File: src/rtl/core/copg_pkg.sv
// ----------------------------------------------------------------------------
// copg_pkg: shared types and constants of the circle outline point generator
// Field widths, register indexes, configuration and job records.
// ----------------------------------------------------------------------------
package copg_pkg;

  localparam int unsigned CoordW     = 8;
  localparam int unsigned RadiusW    = 7;
  localparam int unsigned SqW        = 14;
  localparam int unsigned ResW       = 15;
  localparam int unsigned IterN      = 8;
  localparam int unsigned IterW      = 3;
  localparam int unsigned CfgAddrW   = 2;
  localparam int unsigned CfgDataW   = 8;
  localparam int unsigned QueueDepth = 2;

  localparam logic [CfgAddrW-1:0] RegCenterX = 2'd0;
  localparam logic [CfgAddrW-1:0] RegCenterY = 2'd1;
  localparam logic [CfgAddrW-1:0] RegRadius  = 2'd2;

  localparam logic [RadiusW-1:0] RadiusMax   = 7'd127;
  localparam logic [RadiusW-1:0] RadiusCap   = 7'd126;
  localparam logic [CoordW-1:0]  CenterReset = 8'd128;
  localparam logic [ResW-1:0]    SqrtTopBit  = 15'h4000;

  typedef struct packed {
    logic [CoordW-1:0]  center_x;
    logic [CoordW-1:0]  center_y;
    logic [RadiusW-1:0] radius;
    logic [SqW-1:0]     radius_sq;
  } cfg_t;

  typedef struct packed {
    logic [CoordW-1:0] x;
    logic              lower;
    logic              dwell;
    logic              last;
  } job_t;

endpackage

File: src/rtl/core/copg_front.sv
// ----------------------------------------------------------------------------
// copg_front: configuration and sequence walker
// Holds the registers, walks the x offset over both halves and queues jobs.
// ----------------------------------------------------------------------------
module copg_front (
  input  logic                           clk_i,
  input  logic                           rst_ni,
  input  logic                           cfg_we_i,
  input  logic [copg_pkg::CfgAddrW-1:0]  cfg_addr_i,
  input  logic [copg_pkg::CfgDataW-1:0]  cfg_wdata_i,
  input  logic                           in_valid_i,
  output logic                           in_stall_o,
  input  logic                           restart_i,
  input  logic                           full_i,
  output logic                           push_o,
  output copg_pkg::job_t                 job_o,
  output copg_pkg::cfg_t                 cfg_o
);

  copg_pkg::cfg_t                  cfg_q;
  logic [copg_pkg::CoordW-1:0]     offset_q, offset_d;
  logic                            lower_q, lower_d;
  logic [copg_pkg::CoordW-1:0]     r8, neg_r, x;
  logic                            lo;
  logic [copg_pkg::RadiusW-1:0]    rad_new;

  assign in_stall_o = full_i;
  assign push_o     = in_valid_i && !full_i;
  assign cfg_o      = cfg_q;

  assign r8      = {1'b0, cfg_q.radius};
  assign neg_r   = -r8;
  assign x       = restart_i ? neg_r : offset_q;
  assign lo      = restart_i ? 1'b0 : lower_q;
  assign rad_new = (cfg_wdata_i[copg_pkg::RadiusW-1:0] == copg_pkg::RadiusMax) ?
                   copg_pkg::RadiusCap : cfg_wdata_i[copg_pkg::RadiusW-1:0];

  always_comb begin
    offset_d    = offset_q;
    lower_d     = lower_q;
    job_o.x     = x;
    job_o.lower = lo;
    job_o.dwell = (x == neg_r);
    job_o.last  = 1'b0;
    if (!lo) begin
      job_o.last = (cfg_q.radius == '0);
      if ($signed(x) < $signed(r8)) begin
        offset_d = x + 8'd1;
        lower_d  = 1'b0;
      end else if (cfg_q.radius == '0) begin
        offset_d = neg_r;
        lower_d  = 1'b0;
      end else begin
        offset_d = r8 - 8'd1;
        lower_d  = 1'b1;
      end
    end else begin
      job_o.last = (x == neg_r);
      if ($signed(x) > $signed(neg_r)) begin
        offset_d = x - 8'd1;
        lower_d  = 1'b1;
      end else begin
        offset_d = neg_r;
        lower_d  = 1'b0;
      end
    end
  end

  always_ff @(posedge clk_i or negedge rst_ni) begin
    if (!rst_ni) begin
      cfg_q.center_x  <= copg_pkg::CenterReset;
      cfg_q.center_y  <= copg_pkg::CenterReset;
      cfg_q.radius    <= '0;
      cfg_q.radius_sq <= '0;
      offset_q        <= '0;
      lower_q         <= 1'b0;
    end else if (cfg_we_i) begin
      case (cfg_addr_i)
        copg_pkg::RegCenterX: cfg_q.center_x <= cfg_wdata_i;
        copg_pkg::RegCenterY: cfg_q.center_y <= cfg_wdata_i;
        copg_pkg::RegRadius: begin
          cfg_q.radius    <= rad_new;
          cfg_q.radius_sq <= copg_pkg::SqW'(rad_new) * copg_pkg::SqW'(rad_new);
          offset_q        <= -{1'b0, rad_new};
          lower_q         <= 1'b0;
        end
        default: ;
      endcase
    end else if (push_o) begin
      offset_q <= offset_d;
      lower_q  <= lower_d;
    end
  end

endmodule

File: src/rtl/core/copg_queue.sv
// ----------------------------------------------------------------------------
// copg_queue: job queue between walker and square root unit
// Small circular buffer of job records with full and empty flags.
// ----------------------------------------------------------------------------
module copg_queue #(
  parameter int unsigned Depth = copg_pkg::QueueDepth
) (
  input  logic           clk_i,
  input  logic           rst_ni,
  input  logic           push_i,
  input  copg_pkg::job_t job_i,
  output logic           full_o,
  input  logic           pop_i,
  output logic           empty_o,
  output copg_pkg::job_t job_o
);

  localparam int unsigned PtrW = (Depth > 1) ? $clog2(Depth) : 1;
  localparam int unsigned CntW = $clog2(Depth + 1);
  localparam logic [PtrW-1:0] PtrLast = PtrW'(Depth - 1);

  copg_pkg::job_t     mem_q [Depth];
  logic [PtrW-1:0]    wr_ptr_q, rd_ptr_q;
  logic [CntW-1:0]    count_q;
  logic               do_push, do_pop;

  assign full_o  = (count_q == CntW'(Depth));
  assign empty_o = (count_q == '0);
  assign do_push = push_i && !full_o;
  assign do_pop  = pop_i && !empty_o;
  assign job_o   = mem_q[rd_ptr_q];

  always_ff @(posedge clk_i) begin
    if (do_push) begin
      mem_q[wr_ptr_q] <= job_i;
    end
  end

  always_ff @(posedge clk_i or negedge rst_ni) begin
    if (!rst_ni) begin
      wr_ptr_q <= '0;
      rd_ptr_q <= '0;
      count_q  <= '0;
    end else begin
      if (do_push) begin
        wr_ptr_q <= (wr_ptr_q == PtrLast) ? '0 : wr_ptr_q + 1'b1;
      end
      if (do_pop) begin
        rd_ptr_q <= (rd_ptr_q == PtrLast) ? '0 : rd_ptr_q + 1'b1;
      end
      if (do_push && !do_pop) begin
        count_q <= count_q + 1'b1;
      end else if (do_pop && !do_push) begin
        count_q <= count_q - 1'b1;
      end
    end
  end

endmodule

File: src/rtl/core/copg_back.sv
// ----------------------------------------------------------------------------
// copg_back: square root unit and output register
// Runs a digit-by-digit integer square root, two bits per cycle, and forms
// the DAC codes of the point.
// ----------------------------------------------------------------------------
module copg_back (
  input  logic                         clk_i,
  input  logic                         rst_ni,
  input  copg_pkg::cfg_t               cfg_i,
  input  logic                         empty_i,
  input  copg_pkg::job_t               job_i,
  output logic                         pop_o,
  output logic                         out_valid_o,
  input  logic                         out_stall_i,
  output logic [copg_pkg::CoordW-1:0]  point_x_o,
  output logic [copg_pkg::CoordW-1:0]  point_y_o,
  output logic                         dwell_o,
  output logic                         last_point_o
);

  typedef enum logic [1:0] {
    StIdle,
    StRun,
    StDone
  } state_e;

  state_e                          state_q;
  copg_pkg::job_t                  job_q;
  logic [copg_pkg::IterW-1:0]      cnt_q;
  logic [copg_pkg::SqW-1:0]        v_q, v_d, v_load;
  logic [copg_pkg::ResW-1:0]       res_q, res_d, bit_w;
  logic [copg_pkg::ResW:0]         trial;
  logic [copg_pkg::RadiusW-1:0]    ax;
  logic [copg_pkg::CoordW-1:0]     neg_x, y8, sq8;
  logic                            out_free, load_out;
  logic                            out_valid_q;
  logic [copg_pkg::CoordW-1:0]     point_x_q, point_y_q;
  logic                            dwell_q, last_q;

  assign pop_o    = (state_q == StIdle) && !empty_i;
  assign out_free = !out_valid_q || !out_stall_i;
  assign load_out = (state_q == StDone) && out_free;

  assign neg_x  = -job_i.x;
  assign ax     = job_i.x[copg_pkg::CoordW-1] ? neg_x[copg_pkg::RadiusW-1:0]
                                              : job_i.x[copg_pkg::RadiusW-1:0];
  assign v_load = cfg_i.radius_sq - copg_pkg::SqW'(ax) * copg_pkg::SqW'(ax);

  assign bit_w = copg_pkg::SqrtTopBit >> {cnt_q, 1'b0};
  assign trial = {1'b0, res_q} + {1'b0, bit_w};

  always_comb begin
    v_d   = v_q;
    res_d = res_q >> 1;
    if ({2'b00, v_q} >= trial) begin
      v_d   = v_q - trial[copg_pkg::SqW-1:0];
      res_d = (res_q >> 1) + bit_w;
    end
  end

  assign sq8 = {1'b0, res_q[copg_pkg::RadiusW-1:0]};
  assign y8  = job_q.lower ? -sq8 : sq8;

  always_ff @(posedge clk_i or negedge rst_ni) begin
    if (!rst_ni) begin
      state_q     <= StIdle;
      cnt_q       <= '0;
      out_valid_q <= 1'b0;
    end else begin
      case (state_q)
        StIdle: begin
          if (pop_o) begin
            state_q <= StRun;
            cnt_q   <= '0;
          end
        end
        StRun: begin
          cnt_q <= cnt_q + 1'b1;
          if (cnt_q == copg_pkg::IterW'(copg_pkg::IterN - 1)) begin
            state_q <= StDone;
          end
        end
        StDone: begin
          if (out_free) begin
            state_q <= StIdle;
          end
        end
        default: state_q <= StIdle;
      endcase
      if (load_out) begin
        out_valid_q <= 1'b1;
      end else if (!out_stall_i) begin
        out_valid_q <= 1'b0;
      end
    end
  end

  always_ff @(posedge clk_i) begin
    if (pop_o) begin
      job_q <= job_i;
      v_q   <= v_load;
      res_q <= '0;
    end else if (state_q == StRun) begin
      v_q   <= v_d;
      res_q <= res_d;
    end
    if (load_out) begin
      point_x_q <= cfg_i.center_x + job_q.x;
      point_y_q <= cfg_i.center_y + y8;
      dwell_q   <= job_q.dwell;
      last_q    <= job_q.last;
    end
  end

  assign out_valid_o  = out_valid_q;
  assign point_x_o    = point_x_q;
  assign point_y_o    = point_y_q;
  assign dwell_o      = dwell_q;
  assign last_point_o = last_q;

endmodule

File: src/rtl/core/circle_outline_point_generator_top.sv
// ----------------------------------------------------------------------------
// circle_outline_point_generator_top: circle outline point generator
// Emits one point of a circle outline per input beat, in 8-bit DAC codes.
// ----------------------------------------------------------------------------
//  channel | direction | handshake               | payload
//  --------+-----------+-------------------------+-------------------------------
//  cfg     | in        | cfg_we_i                | cfg_addr_i, cfg_wdata_i
//  in      | in        | in_valid_i / in_stall_o | restart_i
//  out     | out       | out_valid_o/out_stall_i | point_x_o, point_y_o, dwell_o,
//          |           |                         | last_point_o
//
//  An output beat follows its input beat through the queue, a pop of the
//  queue, eight square root iterations of two bits each, the output load
//  and the output register.
//  The square root unit sets the sustained rate: it pops a new job only once the last point is loaded.
//  Reset clears the walker to the first point, the queue and the output.
//  The walker queues up to QueueDepth beats ahead while the output stalls.
module circle_outline_point_generator_top #(
  parameter int unsigned QueueDepth = copg_pkg::QueueDepth
) (
  input  logic                           clk_i,
  input  logic                           rst_ni,
  input  logic                           cfg_we_i,
  input  logic [copg_pkg::CfgAddrW-1:0]  cfg_addr_i,
  input  logic [copg_pkg::CfgDataW-1:0]  cfg_wdata_i,
  input  logic                           in_valid_i,
  output logic                           in_stall_o,
  input  logic                           restart_i,
  output logic                           out_valid_o,
  input  logic                           out_stall_i,
  output logic [copg_pkg::CoordW-1:0]    point_x_o,
  output logic [copg_pkg::CoordW-1:0]    point_y_o,
  output logic                           dwell_o,
  output logic                           last_point_o
);

  copg_pkg::cfg_t cfg;
  copg_pkg::job_t push_job, pop_job;
  logic           push, full, pop, empty;

  copg_front u_front (
    .clk_i       (clk_i),
    .rst_ni      (rst_ni),
    .cfg_we_i    (cfg_we_i),
    .cfg_addr_i  (cfg_addr_i),
    .cfg_wdata_i (cfg_wdata_i),
    .in_valid_i  (in_valid_i),
    .in_stall_o  (in_stall_o),
    .restart_i   (restart_i),
    .full_i      (full),
    .push_o      (push),
    .job_o       (push_job),
    .cfg_o       (cfg)
  );

  copg_queue #(
    .Depth (QueueDepth)
  ) u_queue (
    .clk_i   (clk_i),
    .rst_ni  (rst_ni),
    .push_i  (push),
    .job_i   (push_job),
    .full_o  (full),
    .pop_i   (pop),
    .empty_o (empty),
    .job_o   (pop_job)
  );

  copg_back u_back (
    .clk_i        (clk_i),
    .rst_ni       (rst_ni),
    .cfg_i        (cfg),
    .empty_i      (empty),
    .job_i        (pop_job),
    .pop_o        (pop),
    .out_valid_o  (out_valid_o),
    .out_stall_i  (out_stall_i),
    .point_x_o    (point_x_o),
    .point_y_o    (point_y_o),
    .dwell_o      (dwell_o),
    .last_point_o (last_point_o)
  );

endmodule

File: config.mk
export PLATFORM = sky130hd
export DESIGN_NAME = circle_outline_point_generator_top
export DESIGN_NICKNAME = d
export VERILOG_FILES = /design/src/rtl/core/copg_pkg.sv /design/src/rtl/core/copg_front.sv /design/src/rtl/core/copg_queue.sv /design/src/rtl/core/copg_back.sv /design/src/rtl/core/circle_outline_point_generator_top.sv
export SDC_FILE = /design/constraint.sdc
export NUM_CORES = 1
export LEC_CHECK = 0
export ABC_CLOCK_PERIOD_IN_PS = 8750
export BUFFER_PORTS_ARGS = -buffer_cell sky130_fd_sc_hd__buf_2
export CORE_ASPECT_RATIO = 1.1
export CORE_MARGIN = 1.5
export CORE_UTILIZATION = 64
export DETAILED_ROUTE_END_ITERATION = 10
export PLACE_DENSITY = 0.82
export SETUP_SLACK_MARGIN = 0.5
export SLEW_MARGIN = 40
export SYNTH_ARGS = -nofsm -noshare
export SYNTH_HDL_FRONTEND = slang
export SYNTH_SLANG_ARGS = --single-unit
File: constraint.sdc
create_clock -name clk_i -period 8.75 [get_ports clk_i]
set_clock_uncertainty 0.05 [all_clocks]
set_input_delay 0.4375 -clock clk_i [delete_from_list [all_inputs] [get_ports clk_i]]
set_output_delay 0.4375 -clock clk_i [all_outputs]
set_load 0.02 [all_outputs]
==> flow_metrics.tcl, run 1 <==
set metrics [dict create \
    outcome "complete, no violations" \
    worst-path-buf-inv 3 \
    max_slew_margin_pct 46.3 \
    htreeDepth 4 \
    cp_cell_sequence "mux2i_1 > ha_1 > o21ai_0 > o31ai_1 > xor2_1 > nor2_1 > fa_1 > inv_1 > fa_1 > inv_1 > fa_1 > fa_1 > inv_1 > ha_1 > a21o_1 > a221o_1 > or2_2 > o21ai_0 > or3b_2 > nand3_1 > o21ai_0" \
    synth-edff-count 65 \
    critPathMaxStageDelay_ps 800 \
    worstSkewPairLatency_ps 430 \
    ys_seq_area_share_pct 32.0 \
    crit_required_ps 8850 \
    wl_per_cell_um 17.2 \
    cts_tree "built" \
    wl_mm 25.3 \
    drtIter0Drc 598 \
    vias 8807 \
    syn_nets 1377 \
    cp_data_arrival_time_ps 7530 \
    antenna_found_initial 0 \
    fmax_ghz 0.135 \
    end_kind "flop" \
    crit_path_top_delay_cell "dfrtp_1" \
    drive_above_1_share_pct 10.6 \
    cp_max_fo 20 \
    hold_viol 0 \
    ant_nets 0 \
    clk_path_buf_depth 2 \
    cts-resized-gates 0 \
    place_inst 1438 \
    synth_top_cell_by_area "edfxtp_1" \
    start_util_pct 65.7 \
    cp-start-kind "flop" \
    drcViolationCount 0 \
    finalCritPeriodShare_pct 84.9 \
    maxSlewViolCount 0 \
    clk_pin_slew_ps 60 \
    clockRootBuffer "clkbuf_16" \
    core-area_um2 17100 \
    nNetsFinal 1399 \
    track_usage_pct 29.0 \
    crit_path_frequent_cell "fa_1" \
    final_cells 1470 \
    yosysTopAreaCellShare_pct 17.3 \
    yosysMostFrequentCell "inv_1" \
    netlist_top_cells_area "edfxtp_1 (17%), ha_1 (13%), dfrtp_1 (12%), fa_1 (7.5%), xnor2_1 (4.4%)" \
    min_period_ps 7430 \
    postCtsSetupBuffers 0 \
    first_pass_iters 7 \
    cts_hold_buf 0 \
    ioPinCount 36 \
    hp-class "input pin to asynchronous set/reset pin" \
    areaGrowthSynthToFinish_pct 8.62 \
    tightest_slew_ps 798 \
    first_global_vias 8665 \
    die_h_um 142 \
    critical_path.top_delay_family "adder cells" \
    ys_ff_latch 134 \
    dp_hpwl_mm 18.7 \
    timing.final.setup_violations 0 \
    post_synth_num_cell_types 80 \
    cts.sinks 134 \
    syn_avg_cell_area_um2 9.38 \
    synth_ff_type "edfxtp_1" \
    grt_overflow 0 \
    die_area_um2 18400 \
    yosysWarnings 0 \
    die_w_um 129 \
    setup_tns_ps 0 \
    netlist_top_cells_count "inv_1 (119), ha_1 (118), nand2_1 (103)" \
    core.rowCount 50 \
    cts_buffers 17 \
    grt_max_degree 55 \
    grt_setup_unrepaired "no" \
    diodes 0 \
    io_buffers 35 \
    critPathKind "flop to flop" \
    synth-async-reset-ratio_pct 40.3 \
    grt_pass1_wl_mm 41.7 \
    gp_congestion 0.906 \
    via_per_inst 5.99 \
    maxCapViolations 0 \
    syn-cell-area_um2 11300 \
    synthCells 1201 \
]
## per-stage QoR
step	worst slack [ps]	cell area, um^2	hold slack, ps	util (%)
2_1_floorplan	2080	11300	91.9	-
3_3_place_gp	1610	11600	353	67.7
3_5_place_dp	1400	11600	361	67.8
4_1_cts	1320	12200	129	71.4
5_1_grt	897	12200	168	71.4
6_report	1320	12200	109	71.4
## layout by cell type (no fill, tap or decap), drive strengths merged, types with 42 or more instances in the layout
master / count
xnor2: 56
dfrtp: 52
a21oi: 64
nand2: 103
ha: 118
fa: 42
o21ai: 74
nor2: 74
edfxtp: 65
buf: 44
inv: 120
## cell families after synthesis
logic type                 Yosys count  synth area share (%)
AOI/OAI and AO/OA                  285                  16.4
xor gates and xnor gates            95                  7.51
adders and majority gates          160                  20.6
buffers and inverters              161                  5.74
DFF                                134                  32.0
muxes                               35                  3.38
and+or+nand+nor                    331                  14.4
## registers in the layout (all words and copies together) (netlist names), 3 cells and up
signal / flops
u_back.cnt_q: 3
u_back.job_q: 11
u_back.point_x_o: 8
u_back.point_y_o: 8
u_back.res_q: 15
u_back.v_q: 14
u_front.cfg_o: 35
u_front.offset_q: 8
u_queue.mem_q: 22
## cell type report
| cell class | count | area (um^2) |
|---|---|---|
| multi-input combinational | 906 | 7030 |
| clock buffer | 21 | 460 |
| timing repair buffer | 44 | 243 |
| tap | 234 | 293 |
| fill | 1282 | 4910 |
| inverter | 120 | 450 |
| clock inverter | 11 | 150 |
| sequential | 134 | 3610 |
## per-layer routing
| layer | vias to the layer above | track usage [%] | routed length (um) |
|---|---|---|---|
| met2 | 291 | 51.8 | 12800 |
| li1 | 4286 | - | - |
| met4 | 0 | 10.2 | 677 |
| met1 | 4169 | 35.8 | 10500 |
| met5 | - | 0 | 0 |
| met3 | 61 | 3.87 | 1360 |
## worst paths after layout
path,startpoint,end,slack [ps],cells past startpoint
max reg2reg,u_queue.rd_ptr_q$_DFFE_PN0P_,u_back.v_q[11]$_DFFE_PP_,1320,21
min reg2reg,u_back.job_q[1]$_DFFE_PP_,u_back.dwell_o$_DFFE_PP_,370,0
min in group clk_i,cfg_wdata_i[7],u_front.cfg_o[28]$_DFFE_PN1P_,240,2
max,u_queue.rd_ptr_q$_DFFE_PN0P_,u_back.v_q[11]$_DFFE_PP_,1320,21
min,rst_ni,u_front.offset_q[5]$_DFFE_PN0P_,110,2
max in group asynchronous,rst_ni,u_back.state_q[0]$_DFFE_PN0P_,8040,2
Power of run 1 is left out: the tool's default activity adds up to more than one toggle a clock period on the data nets, which glitch-free logic cannot reach.
==> run 2: changes to the inputs <==
Settings changed: ABC_CLOCK_PERIOD_IN_PS 8750 to 7290.
Clock period 8.75 ns to 7.29 ns, I/O delays scaled along.
==> flow_metrics.tcl, run 2 (synthesized netlist as in run 1, its figures left out) <==
set metrics [dict create \
    outcome "complete, no violations" \
    drive_above_1_share_pct 11.6 \
    hp-class "input pin to flop" \
    reg2reg_depth 21 \
    dp_hpwl_mm 18.8 \
    cp_data_arrival_time_ps 6580 \
    io_buffers 35 \
    cp-start-kind "flop" \
    die_area_um2 18400 \
    crit_required_ps 7390 \
    hold_depth 2 \
    min_period_ps 6480 \
    gr-usage-met3_pct 4.10 \
    vias 8864 \
    first_global_vias 8906 \
    core-area_um2 17100 \
    antenna_found_initial 0 \
    grt_max_degree 55 \
    clk_pin_slew_ps 60 \
    maxSlewViolCount 0 \
    gp_congestion 0.927 \
    end_kind "flop" \
    ant_nets 0 \
    setup_tns_ps 0 \
    core.rowCount 50 \
    diodes 0 \
    crit_start "u_queue.rd_ptr_q$_DFFE_PN0P_" \
    busiest_layer "met2" \
    hold_end "u_front.cfg_o[28]$_DFFE_PN1P_" \
    drtIter0Drc 448 \
    first_pass_iters 5 \
    critPathKind "flop to flop" \
    die_w_um 129 \
    clk_path_buf_depth 2 \
    grt_setup_unrepaired "no" \
    hp-start "cfg_wdata_i[7]" \
    track_usage_pct 29.5 \
    via_per_inst 5.99 \
    r2r-start "u_queue.rd_ptr_q$_DFFE_PN0P_" \
    clockRootBuffer "clkbuf_16" \
    fmax_ghz 0.154 \
    cp_max_fo 10 \
    start_util_pct 65.7 \
    worstSkewPairLatency_ps 430 \
    finalCritPeriodShare_pct 88.9 \
    maxCapViolations 0 \
    wl_mm 25.4 \
    timing.final.setup_violations 0 \
    place_ws_ps 436 \
    setup_ws_ps 806 \
    hold_viol 0 \
    grt_overflow 0 \
    wl_per_cell_um 17.2 \
    r2r_setup_slack_ps 810 \
    cts_buffers 17 \
    final_cell_mix "inv_1 (118), ha_1 (118), nand2_1 (103)" \
    areaGrowthSynthToFinish_pct 9.03 \
    cts_tree "built" \
    max_slew_margin_pct 47.2 \
    die_h_um 142 \
    nFillCells 1275 \
    tightest_slew_ps 793 \
    nNetsFinal 1408 \
    drcViolationCount 0 \
    largest_register_ffs 35 \
    cts.sinks 134 \
    use_met2_pct 53.6 \
    htreeDepth 4 \
    final_cells 1479 \
    grt_pass1_wl_mm 42.4 \
    use_met1_pct 35.6 \
    r2r_end "u_back.v_q[11]$_DFFE_PP_" \
    ioPinCount 36 \
    place_inst 1441 \
]
run 2: critical path: stages (launching register included):
cell and delay [ps]:
dfrtp_4 540, mux2i_2 260, ha_1 210, o21ai_0 120
o31ai_1 290, xor2_1 330, nor2_1 110, fa_1 550
inv_1 70, fa_1 500, fa_1 540, inv_1 60
fa_1 530, inv_1 40, ha_1 370, and3_1 200
a221o_1 330, or2_2 300, o21ai_0 140, or3b_2 450
nand3_1 110, o21ai_0 110
run 2: final cells by class:
type                            count  area, um^2  area share (%)
Clock buffer                       17         425            3.46
Clock inverter                     15         135            1.10
Multi-Input combinational cell    906        7040            57.3
Timing Repair Buffer               53         325            2.65
Inverter                          120         450            3.67
Tap cell                          234         293            2.38
Sequential cell                   134        3610            29.4
run 2: metal layers:
metal	up-vias	wire length (um)
met3	42	1300
met4	0	600
met1	4255	10500
met2	262	13000
met5	-	0
li1	4305	-
run 2: through the flow:
step                util, %  area, um^2  hold slack (ps)
floorplan                 -       11300             18.9
global placement       67.9       11600              352
detailed placement     67.9       11600              357
CTS                    71.2       12200             39.9
global route           71.6       12300              154
finish                 71.6       12300              136
run 2: worst max path at each step:
stage / slack (ps) / depth (start not counted) / endpoint
6_report: 810 / 21 / u_back.v_q[11]$_DFFE_PP_
5_1_grt: 490 / 21 / u_back.v_q[11]$_DFFE_PP_
4_1_cts: 650 / 21 / u_back.v_q[11]$_DFFE_PP_
3_5_place_dp: 440 / 21 / u_back.v_q[11]$_DFFE_PP_
3_3_place_gp: 510 / 21 / u_back.v_q[11]$_DFFE_PP_
2_1_floorplan: 620 / 23 / u_back.v_q[11]$_DFFE_PP_
run 2: repair_timing:
item	in CTS	in global routing
hold buffers	0	1
setup endpoints to repair	2	2
gates resized for setup	1	3
pin swaps	1	2
buffers inserted	1	3
endpoints found under the hold margin	0	28
Power of run 2 is left out for the same reason.
